**src/msbs_pkg.sv**
```systemverilog
// ----------------------------------------------------------------------------
// msbs_pkg: shared constants and types
// Sizes, stream word layout and the structs passed between the comparator
// cells, the tally stage and the top level.
// ----------------------------------------------------------------------------
`default_nettype none

package msbs_pkg;

	localparam int unsigned MaxPattern = 256;
	localparam int unsigned IdxW       = $clog2(MaxPattern);
	localparam int unsigned LenW       = 9;
	localparam int unsigned SweepW     = $clog2(MaxPattern + 1);
	localparam int unsigned PosW       = 32;
	localparam int unsigned CntW       = 32;
	localparam int unsigned ByteW      = 8;

	localparam int unsigned InDataW    = 24;
	localparam int unsigned OutBitsW   = 1 + PosW + CntW;
	localparam int unsigned OutDataW   = ((OutBitsW + 7) / 8) * 8;

	localparam logic [PosW-1:0] PosMax = '1;
	localparam logic [CntW-1:0] CntMax = '1;

	// kind codes on tuser
	localparam logic KindLoad = 1'b0;
	localparam logic KindData = 1'b1;

	typedef struct packed {
		logic             care;
		logic [ByteW-1:0] value;
	} pat_ent_t;

	typedef struct packed {
		logic data_en;   // data byte accepted: shift history, capture hit
		logic sweep_en;  // realignment shift of the pattern row
		logic load_en;   // pattern entry write into the selected cell
	} cell_ctl_t;

	typedef struct packed {
		logic            valid;
		logic            last;
		logic            ok;     // window complete and length usable
		logic [PosW-1:0] start;  // start offset of the window
	} s1_info_t;

	typedef struct packed {
		logic [CntW-1:0] match_count;
		logic [PosW-1:0] first_position;
		logic            found;
	} result_t;

endpackage

`default_nettype wire

```
**src/msbs_tally.sv**
```systemverilog
// ----------------------------------------------------------------------------
// msbs_tally: match accounting and result register
// Reduces the cell hits, keeps first offset and saturating count, and
// presents the report on the output stream.
// ----------------------------------------------------------------------------
`default_nettype none

module msbs_tally (
	input  wire logic                               clk,
	input  wire logic                               arst_n,
	input  wire msbs_pkg::s1_info_t                 s1,
	input  wire logic [msbs_pkg::MaxPattern-1:0]    hits,
	input  wire logic                               out_ready,
	output logic                                    stall,
	output logic                                    out_valid,
	output msbs_pkg::result_t                       result
);

	logic                        any_q;
	logic [msbs_pkg::PosW-1:0]   first_q;
	logic [msbs_pkg::CntW-1:0]   count_q;
	logic                        out_valid_q;
	msbs_pkg::result_t           res_q;

	logic                        fire;
	logic                        match;
	logic                        any_n;
	logic [msbs_pkg::PosW-1:0]   first_n;
	logic [msbs_pkg::CntW-1:0]   count_n;

	assign stall = s1.valid && s1.last && out_valid_q && !out_ready;
	assign fire  = s1.valid && !stall;
	assign match = s1.ok && (&hits);

	always_comb begin
		any_n   = any_q || match;
		first_n = (!any_q && match) ? s1.start : first_q;
		count_n = (match && (count_q != msbs_pkg::CntMax)) ? count_q + 1'b1 : count_q;
	end

	always_ff @(posedge clk or negedge arst_n) begin
		if (!arst_n) begin
			any_q   <= 1'b0;
			first_q <= '0;
			count_q <= '0;
		end else if (fire) begin
			if (s1.last) begin
				any_q   <= 1'b0;
				first_q <= '0;
				count_q <= '0;
			end else begin
				any_q   <= any_n;
				first_q <= first_n;
				count_q <= count_n;
			end
		end
	end

	always_ff @(posedge clk or negedge arst_n) begin
		if (!arst_n) begin
			out_valid_q <= 1'b0;
		end else if (fire && s1.last) begin
			out_valid_q <= 1'b1;
		end else if (out_ready) begin
			out_valid_q <= 1'b0;
		end
	end

	always_ff @(posedge clk) begin
		if (fire && s1.last) begin
			res_q.found          <= any_n;
			res_q.first_position <= first_n;
			res_q.match_count    <= count_n;
		end
	end

	assign out_valid = out_valid_q;
	assign result    = res_q;

endmodule

`default_nettype wire

```
**config.mk**
```make
export PLATFORM = sky130hd
export DESIGN_NAME = msbs_tally
export DESIGN_NICKNAME = d
export VERILOG_FILES = /design/src/msbs_pkg.sv /design/src/msbs_tally.sv
export SDC_FILE = /design/constraint.sdc
export NUM_CORES = 1
export LEC_CHECK = 0
export BUFFER_PORTS_ARGS = -buffer_cell sky130_fd_sc_hd__buf_2
export CORE_MARGIN = 5
export CORE_UTILIZATION = 38
export CTS_CLUSTER_DIAMETER = 50
export DETAILED_ROUTE_END_ITERATION = 7
export PLACE_DENSITY = 0.67
export SLEW_MARGIN = 20
export SYNTH_ARGS = -nofsm -noshare
export SYNTH_HDL_FRONTEND = slang
export SYNTH_SLANG_ARGS = --single-unit
export TNS_END_PERCENT = 100
```
**constraint.sdc**
```tcl
create_clock -name clk -period 10.5 [get_ports clk]
set_input_delay 1.575 -clock clk [delete_from_list [all_inputs] [get_ports clk]]
set_output_delay 1.575 -clock clk [all_outputs]
set_load 0.05 [all_outputs]
```
==> results by group, run 1 <==
Outcome
  – Status: complete, no violations

Drt
  – Drt total wl: approximately 32 mm
  – Vias per cell: about 6
  – Routed len/inst: about 23 um
  – Pre-Repair DR Iteration Count: 6
  – Antenna-violating nets left: 0
  – DRC viols: 0
  – Via count: roughly 8300
  – Met3 wire length: roughly 2.7 mm
  – M1 wire length: 13.3 mm
  – DRT iter0 DRCs: about 600
  – Highest metal used: met4
  – Met2 WL: ~15 mm

Layout
  – Area grow syn2layout: 32.8%
  – Nets: around 1400
  – Design area: 10600 um^2
  – Filler instances: between 1500 and 2000
  – Layout cells sized above 1: 40.1%

Synthesis
  – Compound-gate portion of the synthesized area: 14.3%
  – Top FF cell, synth: dfrtp_1
  – Post-synth top area share: approximately 25%
  – Synth Area in XOR/XNOR: about 3.4%
  – Synth area leaders: edfxtp_1 (25%), dfrtp_1 (21%), nand4_1 (9.6%)
  – Synthesized flop and latch total: ~130
  – Netlist cell types: 48
  – Register area share after synthesis: roughly 45%
  – Largest family of logic cells by synthesized area: simple AND/OR/NAND/NOR gates
  – Syn_area_per_cell: between 10 and 15 um^2
  – FFs w/ async S/R, synth: 50.4%
  – Syn nets: roughly 1100
  – Post-synthesis mux area share: around 5.9%
  – Area of the mapped netlist: around 8000 um^2
  – Post-Synth Simple-Gate Area: a little over a quarter
  – Synth Area in Adders: 0.157%
  – Biggest area consumer among synthesized cells: edfxtp_1
  – Syn Inst Count: about 780
  – EDFF count, synth: between 60 and 70
  – Yosys warnings: 0

Critical path
  – Delay-heaviest family, CP: simple AND/OR/NAND/NOR gates
  – Crit-path slowest cell: or3_2
  – Crit path max fanout: 37
  – WS Path Type: in2reg
  – Crit path largest cell delay: 0.96 ns
  – Worst EP required: roughly 11 ns
  – Critical path endpoint category: register
  – Crit path buffers/inverters: 2
  – CP dominant cell by count: nand4_1
  – CP arrival: slightly below 5 ns
  – Crit-path cells: buf_2 > nand4_1 > nor4_1 > nand4_1 > or4_1 > buf_4 > or3_2 > mux2_4
  – CP startpoint kind: primary input

Timing
  – Sum Neg Setup Slack: 0 ns
  – RSZ-0062 raised after global routing: false
  – Tmin final: ~4.8 ns
  – Period utilization: a little under half
  – Setup violations, final: 0
  – Worst slew margin: roughly 29%
  – Worst Tran Pin Value: roughly 1.1 ns
  – Fin Hold WS: approximately 0.54 ns
  – Fmax: ~0.21 GHz
  – Slew Limit Fails: 0
  – Final hold vios: 0
  – Skew final: 0.0137 ns

Global route
  – Vias in the first global route: about 8300
  – Initial antenna violation count: 0
  – First-pass GRT wire length: around 48 mm
  – Gr usage total: about a quarter
  – Pin count of the biggest net entering global routing: 79
  – Gr ovfl total: 0

Power and ir drop
  – Final Power: 0.00137 W
  – Max IR drop VDD: between 0.07 and 0.08 mV
  – PwrDens: between 100 and 150 nW/um^2
  – LEAKAGE: ~4.6 nW

Floorplanning
  – Initial Util: between 30% and 40%
  – Die area: approximately 24000 um^2
  – Area of the core: about 21000 um^2
  – Chip Width: around 150 um
  – Rows: 53
  – # IOs: about 360
  – Die height: roughly 150 um

Clocking
  – Root buffer cell: clkbuf_16
  – CTS buffer count: 17
  – Setup bufs post-CTS: 0
  – Post_cts resized: 0
  – Clock transition at path regs: approximately 0.05 ns
  – Max clock buf depth: 2
  – CTS Hold Bufs: 0
  – H-tree depth: 4
  – TritonCTS clock tree: built
  – Insertion delay to the later sink of the worst-skew pair: 0.42 ns
  – Sink Count: 131

Place
  – DPL Wire Length: roughly 24 mm
  – Port-buffer cells: between 300 and 400
  – RD Place Congestion: slightly below 1
  – Placed cell area: 9970 um^2

Run
  – Max-cap viol count: 0

Hold path
  – Worst min path class: reg2reg
## kinds of logic (layout without fill, tap and decap cells)
logic type               count (synthesis)  in the layout
AND/OR/NAND/NOR                        384            384
flip-flops                             131            131
AO/OA/AOI/OAI                          125            125
buffers and inverters                   72            418
multiplexers                            32             32
XOR/XNOR                                31             31
adder cells (fa/ha/maj)                  1              1
other                                    0              1
## layer usage
metal / up-vias / track usage, %
li1: 3877 / -
met1: 4028 / 34.5
met2: 371 / 40.8
met3: 30 / 7.81
met4: 0 / 8.33
met5: - / 0
## cell type report
type,count,area [um^2],share of cell area [%]
Antenna cell,1,2.50,0.0237
Clock inverter,10,134,1.27
Tap cell,275,344,3.26
Multi-Input combinational cell,573,4080,38.6
Clock buffer,22,454,4.30
Timing Repair Buffer,372,1890,17.9
Sequential cell,131,3600,34.1
Inverter,14,52.6,0.497
## registers in the layout (all words and copies together), names as in the netlist
name	cells
first_q	32
result	65
count_q	32
any_q	1
out_valid	1
## cell usage after synthesis, drive strengths merged (2+ instances only)
library cell,instances
nand4,122
nor4,39
o311a,31
and2,4
nor2,23
dfrtp,66
or2,2
nor2b,6
mux2,32
edfxtp,65
or4,3
nand3,58
or3,5
a21o,5
a21oi,3
o311ai,3
a41oi,5
nor3,24
o221ai,6
o21ai,2
clkbuf,51
and4,6
o22a,2
a31o,9
o211ai,5
inv,14
nor4b,2
xor2,2
xnor2,29
nand2,50
a221o,35
and3,39
a311o,8
a31oi,8
buf,7
## report_power, final
part	leakage, nW	switching, W	internal [W]
logic	2.75	0.000126	0.0000737
clock network	0.285	0.000217	0.000378
registers	1.58	0.0000176	0.000561
## through the flow
stage	instances	utilization, %	worst slack [ns]
final	1398	50.7	5.70
after global routing	1397	50.7	5.57
after CTS	1397	50.7	5.67
after detailed placement	1365	47.9	5.22
after global placement	1365	47.9	5.27
after floorplan	776	-	5.31
## path summary, 6_finish.rpt
| kind | startpoint | endpoint | slack [ns] | depth (start not counted) |
|---|---|---|---|---|
| min in group asynchronous | arst_n | first_q[1] | 1.38 | 2 |
| max in group asynchronous | arst_n | count_q[13] | 8.54 | 2 |
| max | hits[201] | result[31] | 5.70 | 8 |
| min | first_q[2] | first_q[2] | 0.54 | 1 |
| min reg2reg | first_q[2] | first_q[2] | 0.54 | 1 |
| max reg2reg | count_q[18] | count_q[10] | 7.56 | 6 |
## cell usage in the layout (no fill, tap or decap), types with 12 or more instances in the layout
cell	Yosys	final
a221o_1	35	35
buf_4	0	12
buf_2	3	360
mux2_4	29	29
and3_1	39	39
dfrtp_1	66	66
edfxtp_1	65	65
nand2_1	50	50
inv_1	14	13
clkbuf_16	0	17
nor4_1	38	37
nand4_1	122	122
xnor2_1	29	29
nor2_1	23	22
nor3_1	23	22
nand3_1	58	58
o311a_1	31	31
Power figures use the tool's default switching activity.
==> inputs of run 2 (changes only) <==
Clock period 10.5 ns to 4.6 ns, I/O delays scaled along.
==> run 2 against run 1 <==
Total power is 130% higher. Worst hold slack worse by 0.11 ns. Count of clock-buffer cells in the layout is 3 lower. Clock skew is 0.0038 ns lower. Clock power is 130% higher. Core utilization is 0.30 points higher. Sequential cell count stayed put. Routed wire length is 0.48% higher. Global-route usage is 0.11 points lower. Critical path type unchanged. Critical endpoint is now result[27]. Highest routed layer unchanged.
==> results by group, run 2 (synthesis results as in run 1) <==
Timing
  – Slew Limit Fails: 0 (unchanged)
  – Worst slew margin: 25.2% (was 28.6%)
  – Final worst slack: 0.898 ns (was 5.70 ns)
  – Setup violations, final: 0 (unchanged)
  – Period utilization: 80.5%
  – Sum Neg Setup Slack: 0 ns (unchanged)
  – Worst Tran Pin Value: 1.12 ns (was 1.07 ns)
  – Fmax: roughly 0.27 GHz
  – RSZ-0062 raised after global routing: false (unchanged)
  – Skew final: 0.00983 ns (was 0.0137 ns)
  – Tmin final: roughly 3.7 ns
  – Final hold vios: 0 (unchanged)
  – Fin Hold WS: 0.434 ns (was 0.540 ns)

Floorplanning
  – Die area: 23900 um^2 (unchanged)
  – Rows: 53 (unchanged)
  – Initial Util: 38.2% (unchanged)
  – Area of the core: 20800 um^2 (unchanged)
  – Chip Width: 155 um (unchanged)
  – # IOs: 361 (unchanged)
  – Die height: 155 um (unchanged)

Drt
  – Vias per cell: 6.01 (was 5.94)
  – Via count: 8421 (was 8306)
  – Routed len/inst: 22.7 um (was 22.6 um)
  – Pre-Repair DR Iteration Count: 5 (was 6)
  – Drt total wl: 31.8 mm (was 31.6 mm)
  – DRT iter0 DRCs: 661 (was 612)
  – Antenna-violating nets left: 0 (unchanged)
  – DRC viols: 0 (unchanged)

Critical path
  – Critical Path Source: hits[200] (was hits[201])
  – Reg2reg end: result[58] (was count_q[10])
  – Crit path largest cell delay: 0.94 ns (was 0.96 ns)
  – Crit-path cells: buf_2 > nand4_1 > nor4_1 > nand4_1 > or4_1 > or3_2 > mux2_4 (was buf_2 > nand4_1 > nor4_1 > nand4_1 > or4_1 > buf_4 > or3_2 > mux2_4)
  – WS Path Type: in2reg (unchanged)
  – CP arrival: 3.86 ns (was 4.96 ns)
  – Crit-path slowest cell: or3_2 (unchanged)
  – Worst R2R Start: count_q[4] (was count_q[18])
  – Reg2Reg Setup Slack: 1.83 ns (was 7.56 ns)
  – CP dominant cell by count: nand4_1 (unchanged)
  – Crit path max fanout: 33 (was 37)
  – CP startpoint kind: primary input (unchanged)
  – Crit path buffers/inverters: 1 (was 2)
  – Worst EP required: 4.76 ns (was 10.66 ns)
  – Delay-heaviest family, CP: simple AND/OR/NAND/NOR gates (unchanged)
  – Critical path endpoint category: register (unchanged)
  – R2R cell count: 7 (was 6)

Global route
  – Initial antenna violation count: 0 (unchanged)
  – Gr usage total: 25.9% (was 26.0%)
  – Pin count of the biggest net entering global routing: 79 (unchanged)
  – Vias in the first global route: 8481 (was 8334)
  – First-pass GRT wire length: 48.2 mm (was 48.4 mm)
  – Gr ovfl total: 0 (unchanged)

Clocking
  – Sink Count: 131 (unchanged)
  – Clock transition at path regs: 0.06 ns (was 0.05 ns)
  – H-tree depth: 4 (unchanged)
  – Insertion delay to the later sink of the worst-skew pair: 0.42 ns (about the same)
  – CTS buffer count: 17 (unchanged)
  – Root buffer cell: clkbuf_16 (unchanged)
  – TritonCTS clock tree: built (unchanged)
  – CTS Hold Bufs: 0 (unchanged)
  – Max clock buf depth: 2 (unchanged)
  – Post_cts resized: 0 (unchanged)
  – Setup bufs post-CTS: 0 (unchanged)

Layout
  – Nets: 1408 (was 1404)
  – Largest register FFs: 65 (unchanged)
  – Filler instances: 1944 (was 1959)
  – Most common cell after layout, fill and taps aside: buf_2 (unchanged)
  – Area grow syn2layout: 33.5% (was 32.8%)
  – Diode count: 0 (was 1)
  – Design area: 10600 um^2 (about the same)
  – Sequential Area: 3600 um^2 (unchanged)
  – Area occupied by multi-input gates: 4080 um^2 (about the same)
  – Layout cells sized above 1: 40.6% (was 40.1%)
  – Most frequent cells in the layout: buf_2 (360), nand4_1 (122), dfrtp_1 (66) (unchanged)

Place
  – DPL Wire Length: 24.0 mm (about the same)
  – Place WS: 0.432 ns (was 5.22 ns)
  – Placed cell area: 10000 um^2 (was 9970 um^2)
  – RD Place Congestion: 1.03 (was 0.979)
  – Port-buffer cells: 360 (unchanged)

Run
  – Max-cap viol count: 0 (unchanged)

Power and ir drop
  – PwrDens: 296 nW/um^2 (was 130 nW/um^2)
  – Max IR drop VDD: 0.237 mV (was 0.0791 mV)
  – LEAKAGE: 4.64 nW (was 4.61 nW)

Hold path
  – Worst min path class: in2async (was reg2reg)

Outcome
  – Status: complete, no violations (unchanged)
run 2: cell types whose count changed in the layout (fill, tap and decap cells not counted), sizes merged:
| cell | previous run | this run |
|---|---|---|
| diode | 1 | 0 |
| clkinv | 6 | 9 |
| clkbuf | 22 | 19 |
| buf | 372 | 376 |
run 2: layout make-up:
cell class | instances | share of cell area (%)
Clock inverter | 13 | 1.51
Clock buffer | 19 | 4.17
Tap cell | 275 | 3.24
Inverter | 14 | 0.495
Sequential cell | 131 | 33.9
Multi-Input combinational cell | 573 | 38.4
Timing Repair Buffer | 376 | 18.3
run 2: worst reg2reg max path, cell delays in order, from the launching register on:
cell	delay [ns]
dfrtp_1	0.46
nand3_1	0.23
nor4_1	0.32
buf_4	0.21
nand2_1	0.12
nor3_1	0.70
nand3_1	0.25
xnor2_1	0.21
run 2: through the flow:
stage                     total power (W)  util [%]  cells
final                             0.00315      51.0   1401
after global routing              0.00327      51.0   1401
after CTS                         0.00317      51.0   1401
after detailed placement          0.00179      48.1   1369
after global placement            0.00179      48.1   1369
after floorplan                   0.00154         -    776
run 2: routing by layer:
layer | global-route usage, % | vias up | part of all wire [%]
li1 | - | 3871 | -
met1 | 34.3 | 4048 | 42
met2 | 41.7 | 449 | 47
met3 | 6.74 | 53 | 8.5
met4 | 7.61 | 0 | 2.6
met5 | 0 | - | 0
run 2: worst max-delay path by stage:
| stage | to | slack, ns | cells past startpoint |
|---|---|---|---|
| 2_1_floorplan | result[0] | 0.30 | 2 |
| 3_3_place_gp | result[28] | 0.47 | 7 |
| 3_5_place_dp | result[23] | 0.43 | 7 |
| 4_1_cts | result[23] | 0.88 | 7 |
| 5_1_grt | result[27] | 0.88 | 7 |
| 6_report | result[27] | 0.90 | 7 |
run 2: power breakdown:
| part | switching (W) | internal (W) | leakage (nW) |
|---|---|---|---|
| Clock | 0.000508 | 0.000865 | 0.294 |
| Combinational | 0.000286 | 0.000170 | 2.77 |
| Sequential | 0.0000420 | 0.00128 | 1.58 |
