### src/msbs_pkg.sv
// ----------------------------------------------------------------------------
// msbs_pkg: shared constants and types
// Sizes, stream word layout and the structs passed between the comparator
// cells, the tally stage and the top level.
// ----------------------------------------------------------------------------
`default_nettype none

package msbs_pkg;

	localparam int unsigned MaxPattern = 256;
	localparam int unsigned IdxW       = $clog2(MaxPattern);
	localparam int unsigned LenW       = 9;
	localparam int unsigned SweepW     = $clog2(MaxPattern + 1);
	localparam int unsigned PosW       = 32;
	localparam int unsigned CntW       = 32;
	localparam int unsigned ByteW      = 8;

	localparam int unsigned InDataW    = 24;
	localparam int unsigned OutBitsW   = 1 + PosW + CntW;
	localparam int unsigned OutDataW   = ((OutBitsW + 7) / 8) * 8;

	localparam logic [PosW-1:0] PosMax = '1;
	localparam logic [CntW-1:0] CntMax = '1;

	// kind codes on tuser
	localparam logic KindLoad = 1'b0;
	localparam logic KindData = 1'b1;

	typedef struct packed {
		logic             care;
		logic [ByteW-1:0] value;
	} pat_ent_t;

	typedef struct packed {
		logic data_en;   // data byte accepted: shift history, capture hit
		logic sweep_en;  // realignment shift of the pattern row
		logic load_en;   // pattern entry write into the selected cell
	} cell_ctl_t;

	typedef struct packed {
		logic            valid;
		logic            last;
		logic            ok;     // window complete and length usable
		logic [PosW-1:0] start;  // start offset of the window
	} s1_info_t;

	typedef struct packed {
		logic [CntW-1:0] match_count;
		logic [PosW-1:0] first_position;
		logic            found;
	} result_t;

endpackage

`default_nettype wire

### src/msbs_cell.sv
// ----------------------------------------------------------------------------
// msbs_cell: one comparator cell
// Holds one history byte and one aligned pattern entry; both shift on to the
// next cell. Registers whether the incoming byte satisfies the local entry.
// ----------------------------------------------------------------------------
`default_nettype none

module msbs_cell (
	input  wire logic                         clk,
	input  wire logic                         arst_n,
	input  wire msbs_pkg::cell_ctl_t          ctl,
	input  wire logic                         sel,
	input  wire msbs_pkg::pat_ent_t           load_ent,
	input  wire msbs_pkg::pat_ent_t           pat_in,
	output msbs_pkg::pat_ent_t                pat_out,
	input  wire logic [msbs_pkg::ByteW-1:0]   hist_in,
	output logic [msbs_pkg::ByteW-1:0]        hist_out,
	output logic                              hit
);

	msbs_pkg::pat_ent_t              pat_q;
	logic [msbs_pkg::ByteW-1:0]      hist_q;
	logic                            hit_s1;

	always_ff @(posedge clk or negedge arst_n) begin
		if (!arst_n) begin
			pat_q <= '0;
		end else if (ctl.sweep_en) begin
			pat_q <= pat_in;
		end else if (ctl.load_en && sel) begin
			pat_q <= load_ent;
		end
	end

	// history needs no reset: incomplete windows are never scored
	always_ff @(posedge clk) begin
		if (ctl.data_en) begin
			hist_q <= hist_in;
		end
	end

	always_ff @(posedge clk or negedge arst_n) begin
		if (!arst_n) begin
			hit_s1 <= 1'b0;
		end else if (ctl.data_en) begin
			hit_s1 <= !pat_q.care || (hist_in == pat_q.value);
		end
	end

	assign pat_out  = pat_q;
	assign hist_out = hist_q;
	assign hit      = hit_s1;

endmodule

`default_nettype wire

### config.mk
export PLATFORM = sky130hd
export DESIGN_NAME = msbs_cell
export DESIGN_NICKNAME = d
export VERILOG_FILES = /design/src/msbs_pkg.sv /design/src/msbs_cell.sv
export SDC_FILE = /design/constraint.sdc
export NUM_CORES = 1
export LEC_CHECK = 0
export ABC_AREA = 1
export BUFFER_PORTS_ARGS = -buffer_cell sky130_fd_sc_hd__clkbuf_2
export CORE_ASPECT_RATIO = 0.8
export CORE_UTILIZATION = 46
export DETAILED_ROUTE_END_ITERATION = 10
export PLACE_DENSITY = 0.83
export SLEW_MARGIN = 30
export SYNTH_ARGS = -nofsm -noshare
export SYNTH_HDL_FRONTEND = slang
export SYNTH_SLANG_ARGS = --single-unit
### constraint.sdc
create_clock -name clk -period 1.5 [get_ports clk]
set_clock_uncertainty 0.15 [all_clocks]
set_input_delay 0.3 -clock clk [delete_from_list [all_inputs] [get_ports clk]]
set_output_delay 0.3 -clock clk [all_outputs]
set_load 0.03 [all_outputs]
==> impl_metrics.json, run 1 <==
{
  "status": "finished, final reports clean",
  "drc": 0,
  "antenna-diode-count": 0,
  "seq_area_frac_synth_pct": 56.0,
  "syn_avg_cell_area_um2": 9.32,
  "slew_headroom_pct": 82.4,
  "core_um2": 1710,
  "ios": 50,
  "fp.dieH_um": 41.0,
  "cts_sinks": 18,
  "drive_gt1_share_pct": 38.4,
  "min_period_over_period_pct": 92.9,
  "cts.htree.levels": 1,
  "initial_core_util_pct": 51.3,
  "synth_warnings": 0,
  "critPathKind": "flop to primary output",
  "rsz0062_at_grt": "no",
  "grt_max_degree": 19,
  "worstMarginPinSlew_ps": 265,
  "syn_nets": 126,
  "cts_tree": "yes",
  "root_buffer": "clkbuf_4",
  "path_max_fanout": 4,
  "post-cts-setup-buffer-count": 0,
  "fin_nets": 179,
  "rows": 13,
  "wirelength_um": 1780,
  "slew_viol_final": 0,
  "total_power_mw": 1.17,
  "clk_latency_ps": 290,
  "synth-edff-count": 8,
  "endpoint_kind": "primary output",
  "first_pass_iters": 4,
  "grt_overflow": 0,
  "io_buffers": 49,
  "critPathLaunchType": "flop",
  "clk_pin_slew_ps": 100,
  "hpwl_um": 1470,
  "grt_pass1_vias": 623,
  "p_leak_nw": 0.610,
  "via_per_inst": 4.66,
  "drt_iter0_drc": 13,
  "avgRoutedWirePerCell_um": 10.6,
  "cp.required_ps": 1050,
  "finalHoldViolations": 0,
  "dieArea_um2": 2080,
  "dpl-instance-area_um2": 1120,
  "area_growth_pct": 31.7,
  "holdBufCountCts": 1,
  "synth_area_um2": 876,
  "timing.max_cap.violations": 0,
  "irDropWorstVdd_uv": 791,
  "timing.fmax_mhz": 717,
  "cts_buffers": 3,
  "hold_class": "input port to flop",
  "antenna_found_initial": 0,
  "grt_pass1_wl_um": 2530,
  "cp.arrival_ps": 940,
  "ys_ff_latch": 18,
  "synth-async-reset-ratio_pct": 55.6,
  "synth_cell_types": 14,
  "track_usage_pct": 17.9,
  "critPathBufInv": 1,
  "worstPathCellList": "clkbuf_2",
  "max_stage_delay_ps": 420,
  "fin_area_um2": 1150,
  "die_w_um": 50.8,
  "path_delay_family": "flip-flops",
  "gp_congestion": 0.816,
  "ys.flop_type": "dfrtp_1",
  "route.vias.total": 783,
  "postRouteAntennaNets": 0,
  "finalSetupTns_ps": 0,
  "postCtsResizedCells": 0,
  "setup_violations": 0,
  "p_per_area_nw_per_um2": 1010,
  "crit_path_top_delay_cell": "dfrtp_1",
  "cts_buffer_depth": 2,
  "syn_inst": 94,
  "final.min_clock_period_ps": 1390
}
[cell families after synthesis]
family | count (synthesis) | share of synthesized area (%)
flip-flops | 18 | 56.0
buffers and inverters | 12 | 8.71
AO/OA/AOI/OAI | 10 | 7.71
XOR/XNOR | 4 | 4.00
AND/OR/NAND/NOR | 50 | 23.6
[layer usage]
layer	global-route usage, %	wire length [µm]	vias up	part of all wire (%)
met3	8.15	162	0	9.1
met2	32.0	861	38	48
met5	0	0	-	0
met4	4.86	0	0	0
li1	-	-	407	-
met1	20.0	759	338	43
[path summary, 6_finish.rpt]
check	start	endpoint	slack, ps	depth (start not counted)
worst min-delay path	hist_in[1]	hist_out[1]$_DFFE_PP_	60	1
worst max-delay path	pat_out[7]$_DFFE_PN0P_	pat_out[7]	110	1
worst min register to register	hit$_DFFE_PN0P_	hit$_DFFE_PN0P_	430	2
min in group asynchronous	arst_n	pat_out[6]$_DFFE_PN0P_	250	2
worst max register to register	pat_out[6]$_DFFE_PN0P_	hit$_DFFE_PN0P_	310	5
max in group asynchronous	arst_n	pat_out[7]$_DFFE_PN0P_	750	2
[through the flow]
step                      cells  setup slack [ps]  hold slack [ps]  utilization [%]
after floorplan              94               306             -146                -
after global placement      163               336             21.7             65.4
after global routing        168              52.2             43.4             67.5
final                       168               106             56.1             67.5
after CTS                   168              99.2             50.6             67.5
after detailed placement    163               282             26.9             65.4
[state kept, by name, summed over array words and instances, names as in the netlist]
name,flops
hist_out,8
hit,1
pat_out,9
[synth_stat cells, types with 4 or more instances]
library cell / number / share of area, %
a31oi_1: 8 / 5.7
dfrtp_1: 10 / 29
edfxtp_1: 8 / 27
inv_1: 9 / 3.9
nand2_1: 37 / 16
nor2_1: 11 / 4.7
xnor2_1: 4 / 4.0
[power by group]
group | switching (mW) | internal, mW
Sequential | 0.0376 | 0.566
Clock | 0.144 | 0.103
Combinational | 0.206 | 0.112
[layout make-up]
cell class              instances  area [µm²]
clock buffers                   4        26.3
repair buffers                 50         255
well taps                      22        27.5
inverters                      10        45.0
fillers                       147         554
flip-flops and latches         18         490
multi-input cells              64         309
[cells in the final DEF (no fill, tap or decap), drive strengths merged]
master / count
a31oi: 9
edfxtp: 8
nand2: 38
clkbuf: 53
dfrtp: 10
inv: 10
xnor2: 4
a21oi: 1
dlygate4sd3: 1
nor2: 12
No activity file was read; power rests on OpenSTA's default activity.
==> run 2, diff against run 1 <==
PLACE_DENSITY = 0.82   (was 0.83)
==> impl_metrics.json, run 2 (synthesis gave the netlist of run 1 again) <==
{
  "timing.fmax_mhz": 723,
  "fin_nets": 179,
  "route.vias.total": 778,
  "cts_buffers": 3,
  "drt_iter0_drc": 16,
  "postRouteAntennaNets": 0,
  "cts_tree": "yes",
  "root_buffer": "clkbuf_4",
  "drive_gt1_share_pct": 38.4,
  "setup_violations": 0,
  "holdWs_ps": 57.7,
  "grt_pass1_vias": 675,
  "cts_sinks": 18,
  "p_leak_nw": 0.610,
  "finalHoldViolations": 0,
  "critPathKind": "flop to primary output",
  "hpwl_um": 1390,
  "path_delay_family": "flip-flops",
  "cp.required_ps": 1050,
  "crit_path_top_delay_cell": "dfrtp_1",
  "min_period_over_period_pct": 92.2,
  "track_usage_pct": 18.7,
  "cp.arrival_ps": 930,
  "gp_congestion": 0.820,
  "rsz0062_at_grt": "no",
  "postCtsResizedCells": 0,
  "grt_overflow": 0,
  "rows": 13,
  "antenna-diode-count": 0,
  "dieArea_um2": 2080,
  "path_max_fanout": 4,
  "worstPathCellList": "clkbuf_2",
  "grt_pass1_wl_um": 2670,
  "critPathLaunchType": "flop",
  "layout.filler_cells": 146,
  "slew_headroom_pct": 81.8,
  "clk_pin_slew_ps": 100,
  "fin_ws_ps": 117,
  "antenna_found_initial": 0,
  "finalSetupTns_ps": 0,
  "critPathBufInv": 1,
  "fp.dieH_um": 41.0,
  "endpoint_kind": "primary output",
  "final_common_cell": "clkbuf_2",
  "wirelength_um": 1710,
  "total_power_mw": 1.17,
  "drc": 0,
  "cts.htree.levels": 1,
  "status": "finished, final reports clean",
  "place_ws_ps": 298,
  "area_growth_pct": 31.7,
  "die_w_um": 50.8,
  "final_cell_mix": "clkbuf_2 (49), nand2_1 (37), nor2_1 (11)",
  "irDropWorstVdd_uv": 680,
  "largest_register_ffs": 9,
  "ios": 50,
  "timing.max_cap.violations": 0,
  "core_um2": 1710,
  "via_per_inst": 4.63,
  "p_per_area_nw_per_um2": 1010,
  "hold_class": "input port to flop",
  "max_stage_delay_ps": 410,
  "worstMarginPinSlew_ps": 272,
  "io_buffers": 49,
  "cts_buffer_depth": 2,
  "first_pass_iters": 4,
  "grt_max_degree": 19,
  "slew_viol_final": 0,
  "clk_latency_ps": 290,
  "initial_core_util_pct": 51.3,
  "final.min_clock_period_ps": 1380,
  "avgRoutedWirePerCell_um": 10.2
}
run 2: cell counts in the layout (fill, tap and decap cells not counted):
No cell type changed its count.
run 2: worst register-to-register path, cell delays in order, from the launching register on:
cell and delay, ps:
dfrtp_1 420, xnor2_1 170, nand2_1 70, nor2_1 90
nand2_1 60, a21oi_1 110
run 2: report_power, final:
part | internal (mW) | total [mW] | switching (mW)
Clock | 0.104 | 0.249 | 0.145
Combinational | 0.112 | 0.315 | 0.203
Sequential | 0.566 | 0.602 | 0.0356
run 2: what timing repair did:
action / in CTS / in global routing
hold buffers: 1 / 0
endpoints found under the hold margin: 10 / 0
buffers inserted: 0 / 0
run 2: area by class of cell:
class                           count  area (µm²)  area share, %
Multi-Input combinational cell     64         309           26.8
Sequential cell                    18         490           42.5
Tap cell                           22        27.5           2.39
Timing Repair Buffer               50         255           22.1
Inverter                           10        45.0           3.90
Clock buffer                        4        26.3           2.28
run 2: path summary, 6_finish.rpt:
path,from,endpoint,slack (ps),cells past startpoint
min,hist_in[5],hist_out[5]$_DFFE_PP_,60,1
max,pat_out[3]$_DFFE_PN0P_,pat_out[3],120,1
max in group asynchronous,arst_n,hit$_DFFE_PN0P_,770,2
max reg2reg,pat_out[1]$_DFFE_PN0P_,hit$_DFFE_PN0P_,360,5
min reg2reg,hit$_DFFE_PN0P_,hit$_DFFE_PN0P_,400,2
min in group asynchronous,arst_n,pat_out[5]$_DFFE_PN0P_,230,2
run 2: per-layer routing:
metal | GRT usage (%) | share of wire, %
met1 | 19.7 | 44
met2 | 34.7 | 45
met3 | 8.52 | 9.5
met4 | 6.25 | 1.3
met5 | 0 | 0
run 2: per-stage QoR:
stage               std cells  area (µm²)  utilization [%]
global route              168        1150             67.5
CTS                       168        1150             67.5
global placement          163        1120             65.4
finish                    168        1150             67.5
floorplan                  94         876                -
detailed placement        163        1120             65.4
==> run 3, diff against run 2 <==
BUFFER_PORTS_ARGS = default   (was -buffer_cell sky130_fd_sc_hd__clkbuf_2)
CORE_ASPECT_RATIO = default   (was 0.8)
CORE_UTILIZATION = 64   (was 46)
DONT_BUFFER_PORTS = 1   (was default)
PLACE_DENSITY = 0.79   (was 0.82)
SLEW_MARGIN = 20   (was 30)
==> impl_metrics.json, run 3 (synthesis gave the netlist of run 1 again) <==
{
  "status": "finished, final reports clean",
  "path_delay_family": "flip-flops",
  "grt.met2_usage_pct": 60.8,
  "root_buffer": "clkbuf_4",
  "share_seq_of_total_power_pct": 54.0,
  "grt_pass1_wl_um": 3290,
  "worstPathCellList": "buf_4",
  "path_max_fanout": 4,
  "grt_max_degree": 19,
  "finalHoldViolations": 0,
  "cts_buffer_depth": 2,
  "wirelength_um": 2230,
  "cp.arrival_ps": 930,
  "swShare_pct": 32.2,
  "io_buffers": 0,
  "antenna-diode-count": 0,
  "clk_latency_ps": 290,
  "crit_path_top_delay_cell": "dfrtp_1",
  "fin_ws_ps": 124,
  "slew_viol_final": 0,
  "dieArea_um2": 1520,
  "p_per_area_nw_per_um2": 1120,
  "via_per_inst": 6.07,
  "p_int_uw": 820,
  "critPathBufInv": 1,
  "die_w_um": 39.0,
  "initial_core_util_pct": 73.8,
  "rr_worst_depth": 7,
  "final_cell_mix": "nand2_1 (37), dlygate4sd3_1 (12), nor2_1 (11)",
  "drt_iter0_drc": 30,
  "avgRoutedWirePerCell_um": 17.2,
  "use_met1_pct": 36.5,
  "grt_pass1_vias": 796,
  "regToRegEndpoint": "hit$_DFFE_PN0P_",
  "reg2reg_slack_ps": 320,
  "route.vias.total": 789,
  "min_path_cells": 2,
  "hold_class": "input port to flop",
  "gp_congestion": 0.624,
  "ios": 50,
  "final_common_cell": "nand2_1",
  "cts_sinks": 18,
  "fin_area_um2": 1080,
  "post-route-util_pct": 90.9,
  "endpoint_kind": "primary output",
  "drive_gt1_share_pct": 13.8,
  "clockPowerShare_pct": 24.6,
  "finalNonFillerCells": 130,
  "critPathLaunchType": "flop",
  "hpwl_um": 1270,
  "slew_headroom_pct": 70.8,
  "setup_violations": 0,
  "place_ws_ps": 328,
  "irDropWorstVdd_uv": 806,
  "power.switching_uw": 390,
  "busiest_layer": "met2",
  "met3_usage_pct": 7.51,
  "r2r_start": "pat_out[2]$_DFFE_PN0P_",
  "cts_tree": "yes",
  "dpl-instance-area_um2": 922,
  "p_comb_share_pct": 21.4,
  "area_growth_pct": 23.1,
  "min_period_over_period_pct": 91.7,
  "p_leak_nw": 0.496,
  "postCtsResizedCells": 0,
  "finalSetupTns_ps": 0,
  "cts_buffers": 3,
  "cp.required_ps": 1050,
  "total_power_mw": 1.21,
  "max_stage_delay_ps": 440,
  "largest_register_ffs": 9,
  "crit_start": "pat_out[2]$_DFFE_PN0P_",
  "holdWs_ps": 5.84,
  "crit_end": "pat_out[2]",
  "postRouteAntennaNets": 0,
  "critPathKind": "flop to primary output",
  "core_um2": 1190,
  "grt_overflow": 0,
  "fp.dieH_um": 39.0,
  "cp_num_cells": 1,
  "clk_pin_slew_ps": 110,
  "first_pass_iters": 4,
  "fin_nets": 149,
  "worstMarginPinSlew_ps": 437,
  "track_usage_pct": 33.5,
  "drc": 0,
  "rows": 12,
  "rsz0062_at_grt": "no",
  "placed_cells": 114,
  "final.min_clock_period_ps": 1380,
  "timing.fmax_mhz": 727,
  "antenna_found_initial": 0,
  "cts.htree.levels": 1,
  "timing.max_cap.violations": 0
}
run 3: cell count changes in the layout (fill, tap and decap cells not counted), sizes merged:
cell         delta
buf             +8
dlygate4sd3    +11
clkbuf         -49
run 3: layer usage:
layer | wire, µm | share of wire, %
met1 | 804 | 36
met2 | 1150 | 52
met3 | 218 | 9.8
met4 | 56 | 2.5
met5 | 0 | 0
run 3: how the worst min path moves through the flow:
stage,startpoint,endpoint,slack (ps)
2_1_floorplan,arst_n,hit$_DFFE_PN0P_,-150
3_3_place_gp,arst_n,pat_out[6]$_DFFE_PN0P_,-150
3_5_place_dp,arst_n,pat_out[6]$_DFFE_PN0P_,-150
4_1_cts,pat_in[8],pat_out[8]$_DFFE_PN0P_,0.7
5_1_grt,pat_in[1],pat_out[1]$_DFFE_PN0P_,-1
6_report,load_ent[8],pat_out[8]$_DFFE_PN0P_,6
run 3: power groups by stage:
stage                     logic [mW]  clock network, mW  registers (mW)
final                          0.259              0.298           0.653
after CTS                      0.249              0.297           0.651
after detailed placement       0.211                  0           0.661
after global placement         0.204                  0           0.656
after global routing           0.276              0.316           0.657
after floorplan                0.110                  0           0.709
run 3: layout make-up:
cell class,count,area [µm²]
clock buffers,4,36.3
fillers,50,108
inverters,10,45.0
multi-input cells,64,309
flip-flops and latches,18,490
well taps,14,17.5
repair buffers,20,180
run 3: what timing repair did:
action,CTS,global route
setup buffers,0,0
hold endpoints to repair,31,1
hold buffers,11,1
setup endpoints to repair,0,0
